<file path="src/sv/cwa_pkg.sv">
// ----------------------------------------------------------------------------
// cwa_pkg
// Shared types, constants and helpers for the contact watch alarm.
// ----------------------------------------------------------------------------
package cwa_pkg;

    localparam int unsigned TIME_W  = 32;
    localparam int unsigned COUNT_W = 32;
    localparam int unsigned STR_W   = 7;
    localparam int unsigned TICK_W  = 8;
    localparam int unsigned IV_W    = 9;
    localparam int unsigned IDX_W   = 2;

    localparam logic [TIME_W-1:0] LOG_GAP_MS    = 32'd3000;
    localparam logic [IV_W-1:0]   CLICK_BASE_MS = 9'd360;
    localparam logic [IV_W-1:0]   CLICK_MIN_MS  = 9'd70;
    localparam logic [IV_W-1:0]   CLICK_SLOPE   = 9'd3;
    localparam logic [IV_W-1:0]   CLICK_MAX_DROP = CLICK_BASE_MS - CLICK_MIN_MS;

    localparam logic CMD_TICK = 1'b0;
    localparam logic CMD_ARM  = 1'b1;

    localparam logic [IDX_W-1:0] REG_LOGGING_ENABLE = 2'd0;
    localparam logic [IDX_W-1:0] REG_LED_ENABLE     = 2'd1;
    localparam logic [IDX_W-1:0] REG_SOUND_ENABLE   = 2'd2;

    typedef struct packed {
        logic               command;
        logic [TIME_W-1:0]  now_ms;
        logic [COUNT_W-1:0] contact_count;
        logic               reader_present;
        logic               detector_error;
        logic [STR_W-1:0]   field_strength;
    } item_t;

    typedef struct packed {
        logic [TIME_W-1:0] elapsed_ms;
        logic [TIME_W-1:0] first_contact_ms;
        logic              first_contact_valid;
        logic [TIME_W-1:0] last_contact_ms;
        logic              last_contact_valid;
        logic              wake_pulse;
        logic              log_pulse;
        logic              found_pulse;
        logic              gone_pulse;
        logic              led_pulse;
        logic              click_pulse;
    } result_t;

    typedef struct packed {
        logic [TIME_W-1:0]  start_time;
        logic [TIME_W-1:0]  first_time;
        logic               first_seen;
        logic [TIME_W-1:0]  last_time;
        logic               last_seen;
        logic [COUNT_W-1:0] seen_contacts;
        logic [TIME_W-1:0]  click_time;
        logic [TIME_W-1:0]  log_time;
        logic [TICK_W-1:0]  tick_count;
        logic               present_before;
    } watch_state_t;

    typedef struct packed {
        logic logging_enable;
        logic led_enable;
        logic sound_enable;
    } cfg_t;

    // 4 == 1 mod 3, so the residue follows from the sum of base-4 digits
    function automatic logic is_mult3(input logic [TICK_W-1:0] value);
        logic [3:0] digit_sum;
        digit_sum = 4'(value[1:0]) + 4'(value[3:2]) + 4'(value[5:4]) + 4'(value[7:6]);
        return (digit_sum == 4'd0) || (digit_sum == 4'd3) || (digit_sum == 4'd6) ||
               (digit_sum == 4'd9) || (digit_sum == 4'd12);
    endfunction

    function automatic logic [IV_W-1:0] click_interval(input logic [STR_W-1:0] strength);
        logic [IV_W-1:0] drop;
        drop = IV_W'(strength) * CLICK_SLOPE;
        return (drop >= CLICK_MAX_DROP) ? CLICK_MIN_MS : (CLICK_BASE_MS - drop);
    endfunction

endpackage

</file>
<file path="src/sv/cwa_if.sv">
// ----------------------------------------------------------------------------
// cwa_if
// Handshake channels of the contact watch alarm: status, result, config.
// ----------------------------------------------------------------------------
interface cwa_item_if;
    logic        valid;
    logic        ready;
    logic        command;
    logic [31:0] now_ms;
    logic [31:0] contact_count;
    logic        reader_present;
    logic        detector_error;
    logic [6:0]  field_strength;

    modport source (output valid, command, now_ms, contact_count, reader_present,
                    detector_error, field_strength, input ready);
    modport sink   (input valid, command, now_ms, contact_count, reader_present,
                    detector_error, field_strength, output ready);
endinterface

interface cwa_result_if;
    logic        valid;
    logic        ready;
    logic [31:0] elapsed_ms;
    logic [31:0] first_contact_ms;
    logic        first_contact_valid;
    logic [31:0] last_contact_ms;
    logic        last_contact_valid;
    logic        wake_pulse;
    logic        log_pulse;
    logic        found_pulse;
    logic        gone_pulse;
    logic        led_pulse;
    logic        click_pulse;

    modport source (output valid, elapsed_ms, first_contact_ms, first_contact_valid,
                    last_contact_ms, last_contact_valid, wake_pulse, log_pulse,
                    found_pulse, gone_pulse, led_pulse, click_pulse, input ready);
    modport sink   (input valid, elapsed_ms, first_contact_ms, first_contact_valid,
                    last_contact_ms, last_contact_valid, wake_pulse, log_pulse,
                    found_pulse, gone_pulse, led_pulse, click_pulse, output ready);
endinterface

interface cwa_cfg_if;
    logic       valid;
    logic       ready;
    logic [1:0] index;
    logic       data;

    modport source (output valid, index, data, input ready);
    modport sink   (input valid, index, data, output ready);
endinterface

</file>
<file path="src/sv/cwa_step.sv">
// ----------------------------------------------------------------------------
// cwa_step
// Next-state and result logic for one arm or status request.
// ----------------------------------------------------------------------------
module cwa_step (
    input  cwa_pkg::item_t        item,
    input  cwa_pkg::watch_state_t state,
    input  cwa_pkg::cfg_t         cfg,
    output cwa_pkg::watch_state_t state_next,
    output cwa_pkg::result_t      res
);
    import cwa_pkg::*;

    logic [TIME_W-1:0] watching;
    logic [TIME_W-1:0] log_gap;
    logic [TIME_W-1:0] click_gap;
    logic [TICK_W-1:0] tick_inc;
    logic              new_contact;
    logic              alive;

    assign tick_inc    = state.tick_count + TICK_W'(1);
    assign watching    = item.now_ms - state.start_time;
    assign log_gap     = item.now_ms - state.log_time;
    assign click_gap   = item.now_ms - state.click_time;
    assign new_contact = item.contact_count > state.seen_contacts;
    assign alive       = !item.detector_error;

    always_comb
    begin
        state_next = state;
        res        = '0;
        if (item.command == CMD_ARM)
        begin
            state_next            = '0;
            state_next.start_time = item.now_ms;
        end
        else
        begin
            state_next.tick_count = tick_inc;
            res.elapsed_ms        = watching;
            if (new_contact)
            begin
                state_next.seen_contacts = item.contact_count;
                state_next.last_time     = watching;
                state_next.last_seen     = 1'b1;
                if (!state.first_seen)
                begin
                    state_next.first_time = watching;
                    state_next.first_seen = 1'b1;
                end
                res.wake_pulse = 1'b1;
                if (cfg.logging_enable && (log_gap >= LOG_GAP_MS))
                begin
                    res.log_pulse       = 1'b1;
                    state_next.log_time = item.now_ms;
                end
            end
            if (alive)
            begin
                res.found_pulse           = item.reader_present && !state.present_before;
                res.gone_pulse            = !item.reader_present && state.present_before;
                state_next.present_before = item.reader_present;
                if (item.reader_present)
                begin
                    res.led_pulse = cfg.led_enable && is_mult3(tick_inc);
                    if (cfg.sound_enable &&
                        (click_gap >= TIME_W'(click_interval(item.field_strength))))
                    begin
                        res.click_pulse       = 1'b1;
                        state_next.click_time = item.now_ms;
                    end
                end
            end
        end
        res.first_contact_valid = state_next.first_seen;
        res.first_contact_ms    = state_next.first_seen ? state_next.first_time : '0;
        res.last_contact_valid  = state_next.last_seen;
        res.last_contact_ms     = state_next.last_seen ? state_next.last_time : '0;
    end

endmodule

</file>
<file path="src/sv/contact_watch_alarm.sv">
// ----------------------------------------------------------------------------
// contact_watch_alarm
// Unattended field-detector guard: contact times, wake/log, presence alerts.
// ----------------------------------------------------------------------------
//  channel  role    payload
//  item     sink    command, now_ms, contact_count, reader_present,
//                   detector_error, field_strength
//  result   source  elapsed_ms, contact times and flags, six pulses
//  cfg      sink    index (0 logging, 1 led, 2 sound), data
//
//  One request per cycle unless the result stalls; a request is taken into the
//  input register, then its result into the result register, where it is valid.
//  Watch state updates as the request moves from the input to the result
//  register, so the next request sees it at once.
//  A stalled result holds both registers; item.ready drops only when both
//  are full. Reset clears state and sets led and sound enables.
// ----------------------------------------------------------------------------
module contact_watch_alarm (
    input  logic         clk,
    input  logic         rst_n,
    cwa_item_if.sink     item,
    cwa_result_if.source result,
    cwa_cfg_if.sink      cfg
);
    import cwa_pkg::*;

    logic         in_valid_reg;
    item_t        in_item_reg;
    logic         out_valid_reg;
    result_t      out_res_reg;
    watch_state_t state_reg;
    watch_state_t state_next;
    result_t      res_next;
    cfg_t         cfg_reg;
    logic         advance;
    logic         take_in;

    assign advance    = in_valid_reg && (!out_valid_reg || result.ready);
    assign item.ready = !in_valid_reg || advance;
    assign take_in    = item.valid && item.ready;
    assign cfg.ready  = 1'b1;

    cwa_step u_step (
        .item       (in_item_reg),
        .state      (state_reg),
        .cfg        (cfg_reg),
        .state_next (state_next),
        .res        (res_next)
    );

    always_ff @(posedge clk or negedge rst_n)
    begin
        if (!rst_n)
        begin
            in_valid_reg  <= 1'b0;
            out_valid_reg <= 1'b0;
            state_reg     <= '0;
            cfg_reg       <= '{logging_enable: 1'b0, led_enable: 1'b1, sound_enable: 1'b1};
        end
        else
        begin
            if (item.ready)
                in_valid_reg <= item.valid;
            if (advance)
            begin
                out_valid_reg <= 1'b1;
                state_reg     <= state_next;
            end
            else if (result.ready)
                out_valid_reg <= 1'b0;
            if (cfg.valid)
            begin
                unique case (cfg.index)
                    REG_LOGGING_ENABLE: cfg_reg.logging_enable <= cfg.data;
                    REG_LED_ENABLE:     cfg_reg.led_enable     <= cfg.data;
                    REG_SOUND_ENABLE:   cfg_reg.sound_enable   <= cfg.data;
                    default: ;
                endcase
            end
        end
    end

    always_ff @(posedge clk)
    begin
        if (take_in)
        begin
            in_item_reg.command        <= item.command;
            in_item_reg.now_ms         <= item.now_ms;
            in_item_reg.contact_count  <= item.contact_count;
            in_item_reg.reader_present <= item.reader_present;
            in_item_reg.detector_error <= item.detector_error;
            in_item_reg.field_strength <= item.field_strength;
        end
        if (advance)
            out_res_reg <= res_next;
    end

    assign result.valid               = out_valid_reg;
    assign result.elapsed_ms          = out_res_reg.elapsed_ms;
    assign result.first_contact_ms    = out_res_reg.first_contact_ms;
    assign result.first_contact_valid = out_res_reg.first_contact_valid;
    assign result.last_contact_ms     = out_res_reg.last_contact_ms;
    assign result.last_contact_valid  = out_res_reg.last_contact_valid;
    assign result.wake_pulse          = out_res_reg.wake_pulse;
    assign result.log_pulse           = out_res_reg.log_pulse;
    assign result.found_pulse         = out_res_reg.found_pulse;
    assign result.gone_pulse          = out_res_reg.gone_pulse;
    assign result.led_pulse           = out_res_reg.led_pulse;
    assign result.click_pulse         = out_res_reg.click_pulse;

    assert property (@(posedge clk) disable iff (!rst_n)
        advance && (in_item_reg.command == CMD_ARM) |=> (state_reg.tick_count == '0) &&
            !state_reg.first_seen && !state_reg.present_before)
        else $error("arm did not clear watch state");

    assert property (@(posedge clk) disable iff (!rst_n)
        out_valid_reg && out_res_reg.log_pulse |-> out_res_reg.wake_pulse)
        else $error("log pulse without a new contact");

    assert property (@(posedge clk) disable iff (!rst_n)
        out_valid_reg |-> !(out_res_reg.found_pulse && out_res_reg.gone_pulse))
        else $error("found and gone in one result");

    assert property (@(posedge clk) disable iff (!rst_n)
        state_reg.last_seen |-> state_reg.first_seen)
        else $error("last contact recorded without first contact");

endmodule

</file>
<file path="src/flat_wrapper.sv">
// flat-port wrapper written by rule: the top's interface ports become plain ports
module contact_watch_alarm_flat import cwa_pkg::*;
  (clk, rst_n, item_valid, item_command, item_now_ms, item_contact_count, item_reader_present, item_detector_error, item_field_strength, item_ready, result_valid, result_elapsed_ms, result_first_contact_ms, result_first_contact_valid, result_last_contact_ms, result_last_contact_valid, result_wake_pulse, result_log_pulse, result_found_pulse, result_gone_pulse, result_led_pulse, result_click_pulse, result_ready, cfg_valid, cfg_index, cfg_data, cfg_ready);
  cwa_item_if item_i ();
  cwa_result_if result_i ();
  cwa_cfg_if cfg_i ();
  input  logic clk;
  input  logic rst_n;
  input wire logic [$bits(item_i.valid)-1:0] item_valid;
  input wire logic [$bits(item_i.command)-1:0] item_command;
  input wire logic [$bits(item_i.now_ms)-1:0] item_now_ms;
  input wire logic [$bits(item_i.contact_count)-1:0] item_contact_count;
  input wire logic [$bits(item_i.reader_present)-1:0] item_reader_present;
  input wire logic [$bits(item_i.detector_error)-1:0] item_detector_error;
  input wire logic [$bits(item_i.field_strength)-1:0] item_field_strength;
  output wire logic [$bits(item_i.ready)-1:0] item_ready;
  output wire logic [$bits(result_i.valid)-1:0] result_valid;
  output wire logic [$bits(result_i.elapsed_ms)-1:0] result_elapsed_ms;
  output wire logic [$bits(result_i.first_contact_ms)-1:0] result_first_contact_ms;
  output wire logic [$bits(result_i.first_contact_valid)-1:0] result_first_contact_valid;
  output wire logic [$bits(result_i.last_contact_ms)-1:0] result_last_contact_ms;
  output wire logic [$bits(result_i.last_contact_valid)-1:0] result_last_contact_valid;
  output wire logic [$bits(result_i.wake_pulse)-1:0] result_wake_pulse;
  output wire logic [$bits(result_i.log_pulse)-1:0] result_log_pulse;
  output wire logic [$bits(result_i.found_pulse)-1:0] result_found_pulse;
  output wire logic [$bits(result_i.gone_pulse)-1:0] result_gone_pulse;
  output wire logic [$bits(result_i.led_pulse)-1:0] result_led_pulse;
  output wire logic [$bits(result_i.click_pulse)-1:0] result_click_pulse;
  input wire logic [$bits(result_i.ready)-1:0] result_ready;
  input wire logic [$bits(cfg_i.valid)-1:0] cfg_valid;
  input wire logic [$bits(cfg_i.index)-1:0] cfg_index;
  input wire logic [$bits(cfg_i.data)-1:0] cfg_data;
  output wire logic [$bits(cfg_i.ready)-1:0] cfg_ready;
  assign item_i.valid = item_valid;
  assign item_i.command = item_command;
  assign item_i.now_ms = item_now_ms;
  assign item_i.contact_count = item_contact_count;
  assign item_i.reader_present = item_reader_present;
  assign item_i.detector_error = item_detector_error;
  assign item_i.field_strength = item_field_strength;
  assign item_ready = item_i.ready;
  assign result_valid = result_i.valid;
  assign result_elapsed_ms = result_i.elapsed_ms;
  assign result_first_contact_ms = result_i.first_contact_ms;
  assign result_first_contact_valid = result_i.first_contact_valid;
  assign result_last_contact_ms = result_i.last_contact_ms;
  assign result_last_contact_valid = result_i.last_contact_valid;
  assign result_wake_pulse = result_i.wake_pulse;
  assign result_log_pulse = result_i.log_pulse;
  assign result_found_pulse = result_i.found_pulse;
  assign result_gone_pulse = result_i.gone_pulse;
  assign result_led_pulse = result_i.led_pulse;
  assign result_click_pulse = result_i.click_pulse;
  assign result_i.ready = result_ready;
  assign cfg_i.valid = cfg_valid;
  assign cfg_i.index = cfg_index;
  assign cfg_i.data = cfg_data;
  assign cfg_ready = cfg_i.ready;
  contact_watch_alarm u_core (.clk(clk), .rst_n(rst_n), .item(item_i), .result(result_i), .cfg(cfg_i));
endmodule
</file>
<file path="config.mk">
export PLATFORM = sky130hd
export DESIGN_NAME = contact_watch_alarm_flat
export DESIGN_NICKNAME = d
export VERILOG_FILES = /design/src/sv/cwa_pkg.sv /design/src/sv/cwa_if.sv /design/src/sv/cwa_step.sv /design/src/sv/contact_watch_alarm.sv /design/src/flat_wrapper.sv
export SDC_FILE = /design/constraint.sdc
export NUM_CORES = 1
export LEC_CHECK = 0
export BUFFER_PORTS_ARGS = -buffer_cell sky130_fd_sc_hd__buf_2
export CAP_MARGIN = 20
export CORE_ASPECT_RATIO = 0.9
export CORE_MARGIN = 8
export CORE_UTILIZATION = 40
export CTS_CLUSTER_DIAMETER = 60
export DETAILED_ROUTE_END_ITERATION = 8
export GPL_TIMING_DRIVEN = 0
export PLACE_DENSITY = 0.64
export SYNTH_ARGS = -nofsm -noshare
export SYNTH_HDL_FRONTEND = slang
export SYNTH_SLANG_ARGS = --single-unit
</file>
<file path="constraint.sdc">
create_clock -name clk -period 5.7 [get_ports clk]
set_clock_uncertainty 0.2 [all_clocks]
set_input_delay 0.855 -clock clk [delete_from_list [all_inputs] [get_ports clk]]
set_output_delay 0.855 -clock clk [all_outputs]
set_load 0.02 [all_outputs]
</file>
# --- Yosys cells after proc, flatten, opt, wreduce, memory -nomap -nowiden ---
# Index checks and enable logic that the tools add are counted.
# Widths: inputs -> output; s select.
totals:
  register_bits: 386
  latch_bits: 0
  ram_bits: 0
  rom_bits: 0
  output_inout_bits: 107
  wordCells: 104
  mem_count: 0
op_classes:
  n_addsub: 8
  multipliers: 1
  div_mod_pow: 0
  magnitude_cmp: 4
  eq_ne: 7
  n_shift: 0
  muxes: 15
  bitwise: 2
  reduce_logical: 35
ops:
  columns: ["op", "n"]
  rows:
  - ["$mux 171", 1]
  - ["$mux 32", 5]
  - ["$mux 98", 1]
  - ["$sub 32x32->32", 3]
  - ["$mux 33", 1]
  - ["$ge 32x12->1 const B", 1]
  - ["$ge 32x9->1", 1]
  - ["$gt 32x32->1", 1]
  - ["$reduce_and 2->1", 6]
  - ["$reduce_bool 2->1", 5]
  - ["$ge 9x9->1 const B", 1]
  - ["$mul 7x2->9 const B", 1]
  - ["$mux 9", 1]
  - ["$sub 9x9->9 const A", 1]
  - ["$add 8x1->8 const B", 1]
  - ["$eq 4x4->1 const B", 2]
  - ["$logic_and 1x1->1", 7]
  - ["$logic_or 1x1->1", 6]
  - ["$mux 1", 5]
  - ["$add 3x2->4", 1]
  - ["$add 4x2->4", 1]
  - ["$eq 4x2->1 const B", 1]
  - ["$eq 4x3->1 const B", 1]
  - ["$logic_not 1->1", 4]
  - ["other kinds (12)", 14]

# --- Logic depth before layout (Yosys ltp) ---
logic_depth:
  word_depth: 10
  depth_mapped: 24

# --- Cells and area by module ---
# From an unflattened synthesis, not the netlist that was laid out.
hier_totals:
  hier_cells: 2387
  area_unflattened_um2: 25059.0
modules_own_cells:
  columns: ["mod", "instances", "cells_each", "area_per_inst_um2", "seq_area_each_um2"]
  rows:
  - ["contact_watch_alarm", 1, 627, 13885.8, 10552.6]
  - ["cwa_step", 1, 1760, 11173.2, 0.0]

# --- Worst setup path before layout ---
# OpenSTA, ideal clock, no wires.
synth_path:
  kind: "input to register"
  startpoint: "input result_ready"
  endpoint: "register u_core.state_reg[169] (netlist name)"
  setup_ns: 0.125
  arrival_time_ns: 5.422
  t_required_ns: 5.375
  setup_slack_ns: -0.046
  path_stages: 7
  n_path_buf: 2
  path_cell_list: "nand2b_1 nand2_1 inv_1 clkbuf_1 clkbuf_1 o21ai_0 a22o_1"
synth_between:
  elab_chain_len: 2
synth_lines:
  columns: ["item", "line_no", "text"]
  rows:
  - ["start: declaration", "flat_wrapper.sv:29", "input wire logic [$bits(result_i.ready)-1:0] result_ready;"]
  - ["$logic_or 1x1->1", "contact_watch_alarm.sv:38", "assign advance = in_valid_reg && (!out_valid_reg || result.ready);"]
  - ["$logic_and 1x1->1", "contact_watch_alarm.sv:38", null]
  - ["named net u_core.advance", "contact_watch_alarm.sv:35", "logic advance;"]
  - ["end signal: assignment", "contact_watch_alarm.sv:67", "state_reg <= state_next;"]
  - ["end: declaration", "contact_watch_alarm.sv:31", "watch_state_t state_reg;"]
# The timed path passes the listed nets, and every way through them passes these cells.
# A chain may end at the register's enable or synchronous reset.

# --- Final worst setup path ---
layout_path:
  startpoint: "register u_core.in_item_reg[1] (netlist name)"
  endpoint: "register u_core.state_reg[58] (netlist name)"
layout_between:
  elab_chain_len: 7
  elab_cells_between_ends: 8
layout_lines:
  columns: ["item", "line_no", "text"]
  rows:
  - ["start: declaration", "contact_watch_alarm.sv:28", "item_t in_item_reg;"]
  - ["$mul 7x2->9 *", "cwa_pkg.sv:79", "drop = IV_W'(strength) * CLICK_SLOPE;"]
  - ["$sub 9x9->9 or $ge 9x9->1 (tied branches)", "cwa_pkg.sv:80", "return (drop >= CLICK_MAX_DROP) ? CLICK_MIN_MS : (CLICK_BASE_MS - drop);"]
  - ["$mux 9 *", "cwa_pkg.sv:80", null]
  - ["$ge 32x9->1 *", "cwa_step.sv:67", "(click_gap >= TIME_W'(click_interval(item.field_strength))))"]
  - ["$logic_and 1x1->1 *", "cwa_step.sv:66", "if (cfg.sound_enable &&"]
  - ["$reduce_bool 2->1 (no line) *", null, null]
  - ["$reduce_and 4->1 (no line) *", null, null]
# Every way passes the cells marked *; elsewhere a longest branch is shown, timed or not.

==> results.cfg <==
[final_layout]
finish.net_count = 2859
layout-drive-gt1-share = 0.1635
finish.utilization = 0.4685
largest_register_ff_count = 203
final_area_um2 = 27130
footprint_of_the_multi_input_gates_um2 = 11660
area_growth_syn_to_layout_pct = 16.76
seq_area_um2 = 10550
finish.cell_count_without_fillers = 3434
num-fill-cells = 5318
antenna_cells = 0

[yosys]
syn_warnings = 0
synth-seq-cells = 386
netlist_instances = 2374
synth_edf_count = 178
netlist_area_um2 = 23240
synth_common_cells = 226 x sky130_fd_sc_hd__nand2_1, 206 x sky130_fd_sc_hd__dfrtp_1, 178 x sky130_fd_sc_hd__edfxtp_1, 175 x sky130_fd_sc_hd__nor2_1
dominant_cell_by_count_in_the_synthesized_netlist = sky130_fd_sc_hd__nand2_1
asyncSetResetFlopFracSynth = 0.5389
area_leader_netlist = sky130_fd_sc_hd__edfxtp_1
seq_total_area_yosys = 0.4541
netlist_top_cells_area = sky130_fd_sc_hd__edfxtp_1 23%, sky130_fd_sc_hd__dfrtp_1 22%, sky130_fd_sc_hd__ha_1 7.9%
syn-mean-instance-area_um2 = 9.789
yosysTopAreaCellShare = 0.2300
synth_fp_nets = 2610
most_common_flop_cell_mapped_by_yosys = sky130_fd_sc_hd__dfrtp_1
synth_cell_types = 97

[worst_setup_path]
worst-path-max-fanout = 8
cpMaxStageDelayCell = sky130_fd_sc_hd__or4b_4
worstSetupEndpointType = flip-flop
setup.worst_path.class = flip-flop to flip-flop
path_cells = ha_2, fa_2, a21o_1, a21oi_2, inv_1, a21oi_2, nor2_1, nor2_2, xor2_2, buf_4, a31oi_4, nand2b_4, ha_4, a21oi_4, o22ai_2, a2111oi_2, o221ai_1, nor4_2, nand4_1, nor3_2, or4b_4, clkbuf_16, and4_1, a311o_1
regToRegStartpoint = u_core.in_item_reg[1]$_DFFE_PP_
timing.critical_path.arrival_ps = 5830
cp_common_cell = sky130_fd_sc_hd__a21oi_2
crit_path_max_incr_delay_ps = 610
cp.required_ps = 5950
setup.worst_path.start_class = flip-flop
crit_start = u_core.in_item_reg[1]$_DFFE_PP_
ff_to_ff_setup_slack_ps = 120

[pwr]
power_per_cell_area_nw_per_um2 = 453.3
final_total_pwr_mw = 12.30
power_leakage_nw = 11.40
vdd_drop_max_v = 0.0002429

[floorplanning]
die_y_um = 244.7
area_of_the_die_um2 = 66080
initial_core_util = 0.4013
area_inside_the_core_boundary_um2 = 57910
fp-row-count = 84
die_w_um = 270.1
io_pins = 189

[worst_hold_path]
hp-class = input port to asynchronous set/reset pin

[clocking]
clk_root_buffer_cell = sky130_fd_sc_hd__clkbuf_16
cts_max_level = 2
insertion_delay_ps = 580
cts_buffer_depth = 3
clock-sinks = 386
cts_hold_buf = 0
tritoncts = built
numCtsBuffers = 45
cts.clk_slew.worst_paths_ps = 60

[grt]
grt_max_degree = 114
antenna_found_initial = 1
grt.overflow.total = 0
first_global_vias = 19340
grt_util_all_layers = 0.2025
grt_pass1_wl_mm = 108.5

[sta]
timing.setup.tns_ps = 0
fmax_ghz = 0.1792
grt_setup_unrepaired = yes
finalWorstPathRequiredPeriod_ps = 5581
timing.slew.headroom = 0.3339
drv_slew = 0
setup_violations = 0
final_hold_viol_count = 0
postLayoutSetupSlackWorst_ps = 119.1
whs_ps = 88.99
min_period_over_period = 0.9791
tightest_slew_ps = 991.6

[flow_run]
drv.max_cap_violation_count = 0

[placed_design]
buffer_ports.inserted = 187
detailed_place.area_um2 = 25210
gpl.final_weighted_congestion = 0.8918
dp_slack_ps = -411.6
hpwl_mm = 52.05
placed_cells_incl_taps = 3337

[detailed_routing]
antenna_violating_nets_post_route = 0
drt-total-wl_mm = 69.63
detailedRoute.firstIterationViolations = 1855
route.vias.total = 19620
wl_per_cell_um = 20.28
post_drt_via_cell_ratio = 5.714
first_pass_iters = 6
drc_violation_count_after_routing = 0

[outcome]
run_status = completed
==> area by class of cell <==
cell class                 instances  area share
multi-input combinational       1691      0.4297
timing repair buffer             202     0.04192
inverter                         170     0.02366
tap                              774     0.03569
clock inverter                    28     0.01494
buffer                           127     0.02103
sequential                       386      0.3889
clock buffer                      56     0.04418
==> what timing repair did <==
action,in CTS,in global routing
gates resized for setup,11,26
pin swaps,8,13
setup endpoints to repair,33,33
gates cloned,0,3
buffers inserted,4,6
hold endpoints to repair,0,0
==> final timing paths <==
check | to | cells past startpoint
max | u_core.state_reg[58]$_DFFE_PN0P_ | 24
min | u_core.state_reg[92]$_DFFE_PN0P_ | 1
max reg2reg | u_core.state_reg[58]$_DFFE_PN0P_ | 24
min reg2reg | u_core.state_reg[172]$_DFFE_PN0P_ | 2
max in group asynchronous | u_core.state_reg[55]$_DFFE_PN0P_ | 2
min in group clk | u_core.in_item_reg[2]$_DFFE_PP_ | 1
==> logic make-up after synthesis <==
| logic type | count (synthesis) | synth area share |
|---|---|---|
| compound gates | 641 | 0.1893 |
| xor+xnor | 77 | 0.02902 |
| fa+ha+maj | 154 | 0.08550 |
| buf+inv | 297 | 0.05115 |
| flops | 386 | 0.4541 |
| mux | 40 | 0.01901 |
| other cells | 1 | 0.0001614 |
| simple gates | 778 | 0.1718 |
==> worst max-delay path: cells and delay by family (launching register included) <==
kind / cells / cell delay (ps)
adders and majority gates: 3 / 770
xor gates and xnor gates: 1 / 80
buffers and inverters: 3 / 420
and+or+nand+nor: 8 / 1870
AOI/OAI and AO/OA: 9 / 1680
DFF: 1 / 410
==> cell usage in the layout, fill, tap and decap left out, types with 33 or more instances in the layout <==
| cell | synthesis | layout |
|---|---|---|
| sky130_fd_sc_hd__nand2_1 | 226 | 225 |
| sky130_fd_sc_hd__nor2_1 | 175 | 172 |
| sky130_fd_sc_hd__dfrtp_1 | 206 | 206 |
| sky130_fd_sc_hd__and4_1 | 33 | 33 |
| sky130_fd_sc_hd__clkbuf_1 | 98 | 106 |
| sky130_fd_sc_hd__a21oi_1 | 170 | 163 |
| sky130_fd_sc_hd__edfxtp_1 | 178 | 178 |
| sky130_fd_sc_hd__a21o_1 | 42 | 42 |
| sky130_fd_sc_hd__ha_1 | 146 | 143 |
| sky130_fd_sc_hd__o21ai_0 | 118 | 118 |
| sky130_fd_sc_hd__clkbuf_16 | 0 | 48 |
| sky130_fd_sc_hd__nand3_1 | 86 | 86 |
| sky130_fd_sc_hd__nor3_1 | 53 | 52 |
| sky130_fd_sc_hd__xnor2_1 | 50 | 49 |
| sky130_fd_sc_hd__buf_2 | 16 | 201 |
| sky130_fd_sc_hd__mux2_2 | 33 | 33 |
| sky130_fd_sc_hd__inv_1 | 170 | 169 |
==> metal layers <==
| metal | part of all wire | global-route usage |
|---|---|---|
| met2 | 0.46 | 0.3249 |
| met1 | 0.43 | 0.2704 |
| met3 | 0.075 | 0.04164 |
| met5 | 0 | 0 |
| met4 | 0.034 | 0.07326 |
==> power breakdown <==
group	switching, mW	internal, mW
clock	1.24	1.88
sequential	0.453	3.64
combinational	3.14	1.94
Note: power is estimated with default switching activity, not from simulation.
